===== config.mk =====
export PLATFORM = sky130hd
export DESIGN_NAME = sd_spi_transaction_engine
export DESIGN_NICKNAME = d
export VERILOG_FILES = /design/src/rtl/sdspi_pkg.sv /design/src/rtl/sd_spi_transaction_engine.sv
export SDC_FILE = /design/constraint.sdc
export NUM_CORES = 1
export LEC_CHECK = 0
export ABC_AREA = 1
export BUFFER_PORTS_ARGS = -buffer_cell sky130_fd_sc_hd__buf_2
export CAP_MARGIN = 20
export CORE_AREA = 2 2 136 138
export CTS_BUF_LIST = sky130_fd_sc_hd__clkbuf_16
export DETAILED_ROUTE_END_ITERATION = 8
export DIE_AREA = 0 0 138 140
export GPL_TIMING_DRIVEN = 0
export PLACE_DENSITY = 0.87
export SLEW_MARGIN = 20
export SYNTH_ARGS = -nofsm -noshare
export SYNTH_HDL_FRONTEND = slang
export SYNTH_SLANG_ARGS = --single-unit

===== constraint.sdc =====
create_clock -name clk -period 6.2 [get_ports clk]
set_input_delay 1.86 -clock clk [delete_from_list [all_inputs] [get_ports clk]]
set_output_delay 1.86 -clock clk [all_outputs]
set_load 0.05 [all_outputs]

===== src/rtl/sdspi_pkg.sv =====
// ----------------------------------------------------------------------------
// sdspi_pkg
// Shared types, codes and CRC helpers for the SD card SPI-mode sequencer.
// ----------------------------------------------------------------------------
package sdspi_pkg;

  // Item commands carried on the input channel.
  typedef enum logic [1:0] {
    CMD_PLAIN = 2'd0,
    CMD_READ  = 2'd1,
    CMD_WRITE = 2'd2,
    CMD_XCHG  = 2'd3
  } cmd_t;

  // Completion status reported with done_res.
  typedef enum logic [2:0] {
    ST_OK       = 3'd0,
    ST_NO_RESP  = 3'd1,
    ST_NO_TOKEN = 3'd2,
    ST_CRC_ERR  = 3'd3,
    ST_REJECTED = 3'd4
  } status_t;

  // Sequencer phases, one-hot.
  typedef enum logic [10:0] {
    PH_IDLE      = 11'b000_0000_0001,
    PH_CMD       = 11'b000_0000_0010,
    PH_RESP      = 11'b000_0000_0100,
    PH_RESP_MORE = 11'b000_0000_1000,
    PH_TOKEN     = 11'b000_0001_0000,
    PH_DATA_IN   = 11'b000_0010_0000,
    PH_CRC_IN    = 11'b000_0100_0000,
    PH_DATA_OUT  = 11'b000_1000_0000,
    PH_CRC_OUT   = 11'b001_0000_0000,
    PH_DRESP     = 11'b010_0000_0000,
    PH_BUSY      = 11'b100_0000_0000
  } phase_t;

  // Configuration register indexes.
  localparam logic [1:0] CFG_CLOCK_FAST     = 2'd0;
  localparam logic [1:0] CFG_RESPONSE_TRIES = 2'd1;
  localparam logic [1:0] CFG_TOKEN_TRIES    = 2'd2;

  localparam logic [7:0]  BYTE_IDLE        = 8'hFF;
  localparam logic [7:0]  BYTE_START_TOKEN = 8'hFE;
  localparam logic [7:0]  BYTE_BUSY        = 8'h00;
  localparam logic [4:0]  DRESP_MASK_OK    = 5'h05;
  localparam logic [1:0]  CMD_PREFIX       = 2'b01;
  localparam logic [7:0]  RESP_TRIES_RST   = 8'd8;
  localparam logic [11:0] TOKEN_TRIES_RST  = 12'd2048;

  localparam logic [6:0]  CRC7_POLY  = 7'h09;
  localparam logic [15:0] CRC16_POLY = 16'h1021;

  function automatic logic [6:0] crc7_byte(input logic [6:0] crc, input logic [7:0] b);
    logic [6:0] c;
    logic       fb;
    c = crc;
    for (int i = 7; i >= 0; i--) begin
      fb = c[6] ^ b[i];
      c  = {c[5:0], 1'b0} ^ (fb ? CRC7_POLY : 7'h00);
    end
    return c;
  endfunction

  function automatic logic [15:0] crc16_byte(input logic [15:0] crc, input logic [7:0] b);
    logic [15:0] c;
    logic        fb;
    c = crc;
    for (int i = 7; i >= 0; i--) begin
      fb = c[15] ^ b[i];
      c  = {c[14:0], 1'b0} ^ (fb ? CRC16_POLY : 16'h0000);
    end
    return c;
  endfunction

endpackage


===== src/rtl/sd_spi_transaction_engine.sv =====
// ----------------------------------------------------------------------------
// sd_spi_transaction_engine
// SD card SPI-mode transaction sequencer: plain command, block read, block write.
// ----------------------------------------------------------------------------
// Each accepted item's result is written into the output register as it is taken.
// Throughput: one item per cycle unless the result side stalls; the byte-wide CRC7/CRC16
// updates are combinational logic between the item inputs and the result register.
// in_ready stays high while the result register is empty or being taken.
// Reset (rst_n low, synchronous) returns the sequencer to idle, clears the result
// valid flag and loads the configuration defaults: slow clock, 8 and 2048 tries.
module sd_spi_transaction_engine #(
  parameter int MAX_BLOCK = 512
) (
  input  logic                 clk,
  input  logic                 rst_n,

  input  logic                 cfg_we,
  input  logic [1:0]           cfg_index,
  input  logic [11:0]          cfg_data,

  input  logic                 in_valid,
  output logic                 in_ready,
  input  sdspi_pkg::cmd_t      in_command,
  input  logic [5:0]           in_cmd_index,
  input  logic [31:0]          in_argument,
  input  logic [2:0]           in_response_length,
  input  logic [9:0]           in_block_length,
  input  logic [7:0]           in_miso_byte,
  input  logic [7:0]           in_write_byte,

  output logic                 out_valid,
  input  logic                 out_ready,
  output logic [7:0]           out_mosi_byte,
  output logic                 out_send_valid,
  output logic                 out_chip_select,
  output logic                 out_spi_clock_fast,
  output logic [7:0]           out_resp_byte,
  output logic                 out_resp_valid,
  output logic [7:0]           out_read_byte,
  output logic                 out_read_valid,
  output logic                 out_data_wanted,
  output logic                 out_done_res,
  output sdspi_pkg::status_t   out_status
);
  import sdspi_pkg::*;

  // The byte counter must reach the block length and also count the six
  // command bytes and up to five response bytes.
  localparam int LCLOG = $clog2(MAX_BLOCK + 1);
  localparam int BCW   = (LCLOG < 3) ? 3 : LCLOG;
  localparam logic [10:0]    MAX_BLK11 = 11'(MAX_BLOCK);
  localparam logic [BCW-1:0] MAX_BLK_BC = BCW'(MAX_BLOCK);
  localparam logic [BCW-1:0] BC_ONE   = BCW'(1);
  localparam logic [BCW-1:0] BC_TWO   = BCW'(2);
  localparam logic [BCW-1:0] BC_FIVE  = BCW'(5);
  localparam logic [BCW-1:0] BC_SIX   = BCW'(6);

  // Configuration registers.
  logic        clock_fast_r;
  logic [7:0]  response_tries_r;
  logic [11:0] token_tries_r;

  // Sequencer state.
  phase_t          phase_r, phase_nxt;
  logic [1:0]      transaction_kind_r, transaction_kind_nxt;
  logic [39:0]     command_shift_r, command_shift_nxt;
  logic [BCW-1:0]  byte_count_r, byte_count_nxt;
  logic [11:0]     try_count_r, try_count_nxt;
  logic [6:0]      crc7_r, crc7_nxt;
  logic [15:0]     crc16_r, crc16_nxt;
  logic [BCW-1:0]  length_latch_r, length_latch_nxt;

  // Result register.
  logic        out_valid_r;
  logic [7:0]  mosi_r, mosi_nxt;
  logic        send_r, send_nxt;
  logic        cs_r, cs_nxt;
  logic        fast_r;
  logic [7:0]  resp_byte_r, resp_byte_nxt;
  logic        resp_valid_r, resp_valid_nxt;
  logic [7:0]  read_byte_r, read_byte_nxt;
  logic        read_valid_r, read_valid_nxt;
  logic        data_wanted_r, data_wanted_nxt;
  logic        done_r, done_nxt;
  status_t     status_r, status_nxt;

  logic in_fire;

  // The result register is a one-deep output stage: a new item is taken
  // whenever the held result is empty or leaves in the same cycle.
  assign in_ready = !out_valid_r || out_ready;
  assign in_fire  = in_valid && in_ready;

  // Configuration writes; indexes past the register list are ignored.
  always_ff @(posedge clk) begin
    if (!rst_n) begin
      clock_fast_r     <= 1'b0;
      response_tries_r <= RESP_TRIES_RST;
      token_tries_r    <= TOKEN_TRIES_RST;
    end else if (cfg_we) begin
      case (cfg_index)
        CFG_CLOCK_FAST:     clock_fast_r     <= cfg_data[0];
        CFG_RESPONSE_TRIES: response_tries_r <= cfg_data[7:0];
        CFG_TOKEN_TRIES:    token_tries_r    <= cfg_data;
        default: ;
      endcase
    end
  end

  // Next state and result for the item on the input ports.
  always_comb begin
    logic [7:0]     rt;
    logic [11:0]    tt;
    logic [11:0]    try_inc;
    logic [BCW-1:0] bc_inc;
    logic [15:0]    crc16_upd;
    logic [7:0]     cmd_b;

    // A zero try limit behaves like a limit of one.
    rt      = (response_tries_r == 8'd0) ? 8'd1 : response_tries_r;
    tt      = (token_tries_r == 12'd0) ? 12'd1 : token_tries_r;
    try_inc = try_count_r + 12'd1;
    bc_inc  = byte_count_r + BC_ONE;
    crc16_upd = crc16_byte(crc16_r, in_miso_byte);
    cmd_b   = {CMD_PREFIX, in_cmd_index};

    phase_nxt            = phase_r;
    transaction_kind_nxt = transaction_kind_r;
    command_shift_nxt    = command_shift_r;
    byte_count_nxt       = byte_count_r;
    try_count_nxt        = try_count_r;
    crc7_nxt             = crc7_r;
    crc16_nxt            = crc16_r;
    length_latch_nxt     = length_latch_r;

    mosi_nxt        = BYTE_IDLE;
    send_nxt        = 1'b0;
    cs_nxt          = 1'b0;
    resp_byte_nxt   = 8'h00;
    resp_valid_nxt  = 1'b0;
    read_byte_nxt   = 8'h00;
    read_valid_nxt  = 1'b0;
    data_wanted_nxt = 1'b0;
    done_nxt        = 1'b0;
    status_nxt      = ST_OK;

    if (in_command != CMD_XCHG) begin
      // A start item always begins a new transaction, abandoning any other.
      transaction_kind_nxt = in_command;
      command_shift_nxt    = {in_argument, 8'h00};
      if (in_command == CMD_PLAIN) begin
        if (in_response_length == 3'd0) begin
          length_latch_nxt = BC_ONE;
        end else if (in_response_length > 3'd5) begin
          length_latch_nxt = BC_FIVE;
        end else begin
          length_latch_nxt = BCW'(in_response_length);
        end
      end else begin
        if (in_block_length == 10'd0) begin
          length_latch_nxt = BC_ONE;
        end else if ({1'b0, in_block_length} > MAX_BLK11) begin
          length_latch_nxt = MAX_BLK_BC;
        end else begin
          length_latch_nxt = BCW'(in_block_length);
        end
      end
      crc7_nxt       = crc7_byte(7'd0, cmd_b);
      crc16_nxt      = 16'h0000;
      try_count_nxt  = 12'd0;
      byte_count_nxt = BC_ONE;
      phase_nxt      = PH_CMD;
      mosi_nxt       = cmd_b;
      send_nxt       = 1'b1;
      cs_nxt         = 1'b1;
    end else begin
      // Most branches ask for another selected 0xFF poll; those that
      // finish overwrite this with the deselected trailing byte.
      send_nxt = 1'b1;
      cs_nxt   = 1'b1;
      case (phase_r)
        PH_CMD: begin
          if (byte_count_r < BC_FIVE) begin
            mosi_nxt          = command_shift_r[39:32];
            crc7_nxt          = crc7_byte(crc7_r, command_shift_r[39:32]);
            command_shift_nxt = {command_shift_r[31:0], 8'h00};
            byte_count_nxt    = bc_inc;
          end else if (byte_count_r == BC_FIVE) begin
            byte_count_nxt = BC_SIX;
            mosi_nxt       = {crc7_r, 1'b1};
          end else begin
            try_count_nxt = 12'd0;
            phase_nxt     = PH_RESP;
          end
        end
        PH_RESP: begin
          if (in_miso_byte != BYTE_IDLE) begin
            resp_byte_nxt  = in_miso_byte;
            resp_valid_nxt = 1'b1;
            case (transaction_kind_r)
              CMD_PLAIN: begin
                if (length_latch_r <= BC_ONE) begin
                  cs_nxt     = 1'b0;
                  done_nxt   = 1'b1;
                  status_nxt = ST_OK;
                  phase_nxt  = PH_IDLE;
                end else begin
                  byte_count_nxt = BC_ONE;
                  phase_nxt      = PH_RESP_MORE;
                end
              end
              CMD_READ: begin
                try_count_nxt = 12'd0;
                phase_nxt     = PH_TOKEN;
              end
              default: begin
                crc16_nxt       = 16'h0000;
                byte_count_nxt  = '0;
                phase_nxt       = PH_DATA_OUT;
                mosi_nxt        = BYTE_START_TOKEN;
                data_wanted_nxt = 1'b1;
              end
            endcase
          end else begin
            try_count_nxt = try_inc;
            if (try_inc >= {4'd0, rt}) begin
              cs_nxt     = 1'b0;
              done_nxt   = 1'b1;
              status_nxt = ST_NO_RESP;
              phase_nxt  = PH_IDLE;
            end
          end
        end
        PH_RESP_MORE: begin
          resp_byte_nxt  = in_miso_byte;
          resp_valid_nxt = 1'b1;
          byte_count_nxt = bc_inc;
          if (bc_inc >= length_latch_r) begin
            cs_nxt     = 1'b0;
            done_nxt   = 1'b1;
            status_nxt = ST_OK;
            phase_nxt  = PH_IDLE;
          end
        end
        PH_TOKEN: begin
          if (in_miso_byte == BYTE_START_TOKEN) begin
            crc16_nxt      = 16'h0000;
            byte_count_nxt = '0;
            phase_nxt      = PH_DATA_IN;
          end else begin
            try_count_nxt = try_inc;
            if (try_inc >= tt) begin
              cs_nxt     = 1'b0;
              done_nxt   = 1'b1;
              status_nxt = ST_NO_TOKEN;
              phase_nxt  = PH_IDLE;
            end
          end
        end
        PH_DATA_IN: begin
          read_byte_nxt  = in_miso_byte;
          read_valid_nxt = 1'b1;
          crc16_nxt      = crc16_upd;
          if (bc_inc >= length_latch_r) begin
            byte_count_nxt = '0;
            phase_nxt      = PH_CRC_IN;
          end else begin
            byte_count_nxt = bc_inc;
          end
        end
        PH_CRC_IN: begin
          // Running the CRC over the received CRC bytes leaves zero if good.
          crc16_nxt      = crc16_upd;
          byte_count_nxt = bc_inc;
          if (bc_inc >= BC_TWO) begin
            cs_nxt     = 1'b0;
            done_nxt   = 1'b1;
            status_nxt = (crc16_upd == 16'h0000) ? ST_OK : ST_CRC_ERR;
            phase_nxt  = PH_IDLE;
          end
        end
        PH_DATA_OUT: begin
          if (byte_count_r < length_latch_r) begin
            crc16_nxt       = crc16_byte(crc16_r, in_write_byte);
            byte_count_nxt  = bc_inc;
            mosi_nxt        = in_write_byte;
            data_wanted_nxt = (bc_inc < length_latch_r);
          end else begin
            byte_count_nxt = '0;
            phase_nxt      = PH_CRC_OUT;
            mosi_nxt       = crc16_r[15:8];
          end
        end
        PH_CRC_OUT: begin
          if (byte_count_r == '0) begin
            byte_count_nxt = BC_ONE;
            mosi_nxt       = crc16_r[7:0];
          end else begin
            phase_nxt = PH_DRESP;
          end
        end
        PH_DRESP: begin
          if (in_miso_byte != BYTE_IDLE) begin
            resp_byte_nxt  = in_miso_byte;
            resp_valid_nxt = 1'b1;
            if (in_miso_byte[4:0] != DRESP_MASK_OK) begin
              cs_nxt     = 1'b0;
              done_nxt   = 1'b1;
              status_nxt = ST_REJECTED;
              phase_nxt  = PH_IDLE;
            end else begin
              phase_nxt = PH_BUSY;
            end
          end
        end
        PH_BUSY: begin
          // The card holds the line low while it programs the block.
          if (in_miso_byte != BYTE_BUSY) begin
            cs_nxt     = 1'b0;
            done_nxt   = 1'b1;
            status_nxt = ST_OK;
            phase_nxt  = PH_IDLE;
          end
        end
        default: begin
          // Exchange while idle is answered with an empty result.
          send_nxt  = 1'b0;
          cs_nxt    = 1'b0;
          phase_nxt = PH_IDLE;
        end
      endcase
    end
  end

  // Sequencer state and result register, updated on each accepted item.
  always_ff @(posedge clk) begin
    if (!rst_n) begin
      phase_r            <= PH_IDLE;
      transaction_kind_r <= 2'd0;
      command_shift_r    <= '0;
      byte_count_r       <= '0;
      try_count_r        <= '0;
      crc7_r             <= '0;
      crc16_r            <= '0;
      length_latch_r     <= '0;
      out_valid_r        <= 1'b0;
    end else begin
      if (in_fire) begin
        phase_r            <= phase_nxt;
        transaction_kind_r <= transaction_kind_nxt;
        command_shift_r    <= command_shift_nxt;
        byte_count_r       <= byte_count_nxt;
        try_count_r        <= try_count_nxt;
        crc7_r             <= crc7_nxt;
        crc16_r            <= crc16_nxt;
        length_latch_r     <= length_latch_nxt;
        out_valid_r        <= 1'b1;
      end else if (out_ready) begin
        out_valid_r <= 1'b0;
      end
    end
  end

  // Result payload carries no reset.
  always_ff @(posedge clk) begin
    if (in_fire) begin
      mosi_r        <= mosi_nxt;
      send_r        <= send_nxt;
      cs_r          <= cs_nxt;
      fast_r        <= clock_fast_r;
      resp_byte_r   <= resp_byte_nxt;
      resp_valid_r  <= resp_valid_nxt;
      read_byte_r   <= read_byte_nxt;
      read_valid_r  <= read_valid_nxt;
      data_wanted_r <= data_wanted_nxt;
      done_r        <= done_nxt;
      status_r      <= status_nxt;
    end
  end

  assign out_valid          = out_valid_r;
  assign out_mosi_byte      = mosi_r;
  assign out_send_valid     = send_r;
  assign out_chip_select    = cs_r;
  assign out_spi_clock_fast = fast_r;
  assign out_resp_byte      = resp_byte_r;
  assign out_resp_valid     = resp_valid_r;
  assign out_read_byte      = read_byte_r;
  assign out_read_valid     = read_valid_r;
  assign out_data_wanted    = data_wanted_r;
  assign out_done_res       = done_r;
  assign out_status         = status_r;

  // A finished transaction always asks for the deselected trailing byte.
  a_done_deselects: assert property (@(posedge clk) disable iff (!rst_n)
    out_valid_r && done_r |-> !cs_r && send_r && phase_r == PH_IDLE)
    else $error("done result without deselect and trailing byte");

  // An error status appears only together with the end of a transaction.
  a_status_with_done: assert property (@(posedge clk) disable iff (!rst_n)
    out_valid_r && !done_r |-> status_r == ST_OK)
    else $error("status set on a result that does not end the transaction");

  // Response bytes and read data never share one result.
  a_resp_read_excl: assert property (@(posedge clk) disable iff (!rst_n)
    out_valid_r |-> !(resp_valid_r && read_valid_r))
    else $error("response and read data flagged in the same result");

  // A data request is only made while the write data phase is running.
  a_data_wanted_phase: assert property (@(posedge clk) disable iff (!rst_n)
    out_valid_r && data_wanted_r |-> phase_r == PH_DATA_OUT)
    else $error("write data requested outside the data phase");

  // A response poll that reaches the response try limit returns the sequencer to idle.
  a_try_bound: assert property (@(posedge clk) disable iff (!rst_n)
    in_fire && phase_r == PH_RESP && in_command == CMD_XCHG
      && in_miso_byte == BYTE_IDLE && try_count_r + 12'd1 >= {4'd0, response_tries_r}
      && response_tries_r != 8'd0 |=> phase_r == PH_IDLE)
    else $error("response poll did not time out at its limit");

endmodule


==> impl_metrics.yaml <==
detailed_routing:
  viasPerCell: 5.70
  vias: 10429
  drt-initial-drc-count: 1239
  ant_nets: 0
  wl_per_cell_um: 16.4
  drc: 0
  drt-total-wl_um: 30000
  first_pass_iters: 6
power_and_ir_drop:
  p_per_area_mw_per_mm2: 238
  finalPower_w: 0.00276
  power.leakage_nw: 5.31
  peakVddDrop_mv: 0.203
synthesis:
  syn_area_mm2: 0.0101
  async_flop_share_pct: 0
  ys_seq_area_share_pct: 34.2
  synth_area_per_cell_um2: 7.00
  yosysUniqueCellTypes: 50
  synth_edf_count: 34
  syn-num-nets: 1577
  synthCells: 1445
  yosysWarnings: 0
  yosysTopAreaCell: "dfxtp_1"
  synth.top_cells.by_area: "dfxtp_1 (24%), nand2_1 (13%), edfxtp_1 (10%)"
  ys_ff_latch: 156
  synth_flop_cell: "dfxtp_1"
  synth_top_area_share_pct: 24.1
cts:
  cts_hold_buf: 0
  cts_tree: "yes"
  cts_sinks: 156
  cts_setup_buffers: 0
  post_cts_resized: 0
  clockBufferDepth: 2
  clk_pin_slew_worst_paths_ns: 0.06
  root_buffer: "clkbuf_16"
  h-tree-depth: 4
  clock_latency_ns: 0.44
  cts-buffers-inserted: 17
place:
  placed_cell_area_mm2: 0.0110
  pre_cts_slack_ns: 1.99
  gp_congestion: 1.01
  detailed_place_hpwl_um: 23000
  numPortBuffers: 122
sta:
  fmax_ghz: 0.239
  min_period_over_period_pct: 67.5
  relSlewSlack_pct: 39.0
  setup_viol: 0
  tightest_slew_ns: 0.906
  skew_ns: 0.00709
  hold_violations: 0
  finalSetupTns_ns: 0
  rsz0062_at_grt: "no"
  final.min_clock_period_ns: 4.19
  maxSlewViolCount: 0
  layout_setup_ws_ns: 2.01
min_path:
  hp-class: "reg2reg"
layout:
  final_nets: 1719
  seq_area_mm2: 0.00346
  post-route-util_pct: 65.1
  num-fill-cells: 1561
  final_cell_area_mm2: 0.0116
  multi_input_area_mm2: 0.00571
  n_antenna_cell: 0
  syn2layout_area_growth_pct: 14.4
  drive_gt1_share_pct: 16.5
floorplan:
  die_w_um: 138
  die_h_um: 140
  ios: 124
  start_util_pct: 56.9
  num_rows: 49
  die_area_mm2: 0.0193
  core_area_mm2: 0.0178
status:
  outcome: "completed"
job:
  cap_violations: 0
global_route:
  grt_pass1_vias: 9665
  grt_pass1_wl_um: 47800
  overflow: 0
  grt_max_degree: 36
  antenna_found_initial: 0
  track_usage_pct: 30.5
critical_path:
  cp_max_fo: 3
  critical_path_arrival_ns: 2.33
  critPathCaptureType: "output port"
  critPathKind: "in2out"
  cp-start-kind: "input pin"
  crit_required_ns: 4.34
==> per-layer routing <==
layer  wire length (µm)  global-route usage (%)  vias to the layer above
li1                   -                       -                     5068
met1              12500                    38.9                     4723
met2              14000                    50.6                      551
met3               2580                    5.95                       87
met4                988                    13.4                        0
met5                  0                       0                        -
==> metrics by stage <==
stage / hold slack [ns] / std cells
global route: 0.465 / 1829
finish: 0.434 / 1829
CTS: 0.437 / 1829
floorplan: 0.409 / 1445
detailed placement: 0.425 / 1797
global placement: 0.413 / 1796
==> worst paths after layout <==
path | from | depth (start not counted) | slack [ns] | to
worst max-delay path | out_ready | 4 | 2.01 | in_ready
worst min-delay path | clock_fast_r$_SDFFE_PN0P_ | 0 | 0.43 | out_spi_clock_fast$_DFFE_PP_
worst min register to register | clock_fast_r$_SDFFE_PN0P_ | 0 | 0.43 | out_spi_clock_fast$_DFFE_PP_
worst max register to register | byte_count_r[0]$_SDFFE_PN0P_ | 16 | 2.71 | byte_count_r[5]$_SDFFE_PN0P_
==> registers in the layout (all words and copies together) (netlist names), 2 cells and up <==
| name | flops |
|---|---|
| command_shift_r | 32 |
| crc16_r | 16 |
| token_tries_r | 12 |
| try_count_r | 12 |
| phase_r | 11 |
| byte_count_r | 10 |
| length_latch_r | 10 |
| out_mosi_byte | 8 |
| out_read_byte | 8 |
| out_resp_byte | 8 |
| response_tries_r | 8 |
| crc7_r | 7 |
| out_status | 3 |
| transaction_kind_r | 2 |
==> Yosys cell counts, drive strengths merged (25+ instances only) <==
cell type / instances
inv: 174
nand2: 361
dfxtp: 122
edfxtp: 34
ha: 44
a31oi: 33
a21oi: 133
nand3: 86
xnor2: 28
clkbuf: 26
nor2: 161
o21ai: 99
xor2: 25
==> layout by cell type, fill, tap and decap left out, drive strengths merged, types with 5 or more instances in the layout <==
cell,synthesis,routed
xor2,25,25
inv,174,182
a211oi,11,11
o21ai,99,99
o211ai,5,5
nor3,24,24
o21bai,5,5
dfxtp,122,122
nand3,86,86
buf,24,147
xnor2,28,28
nor2,161,161
nand2,361,361
edfxtp,34,34
clkinv,2,9
a21oi,133,133
a31oi,33,33
nand4,21,21
clkbuf,26,43
ha,44,44
==> layout make-up <==
cell class,count,area share [%]
buffer,50,2.40
clock buffer,17,3.68
clock inverter,15,0.973
inverter,176,5.73
multi-input combinational,1063,49.4
sequential,156,29.9
tap,229,2.48
timing repair buffer,123,5.45
==> cells by family after synthesis <==
logic type | after synthesis | synth area share, %
buf+inv | 226 | 9.30
simple gates | 666 | 29.7
flops | 156 | 34.2
fa+ha+maj | 44 | 5.44
compound gates | 300 | 16.7
xor+xnor | 53 | 4.59
==> worst max-delay path, cell delays in order <==
cell and delay [ns]:
buf_2 0.08, inv_1 0.03, nand2_1 0.08, buf_2 0.27
==> report_power, final <==
group          total, W  internal, W  switching, W
Combinational  0.000632     0.000201      0.000431
Sequential      0.00114      0.00110     0.0000437
Clock          0.000985     0.000519      0.000466
Total           0.00276      0.00182      0.000941
Power figures use the tool's default switching activity.
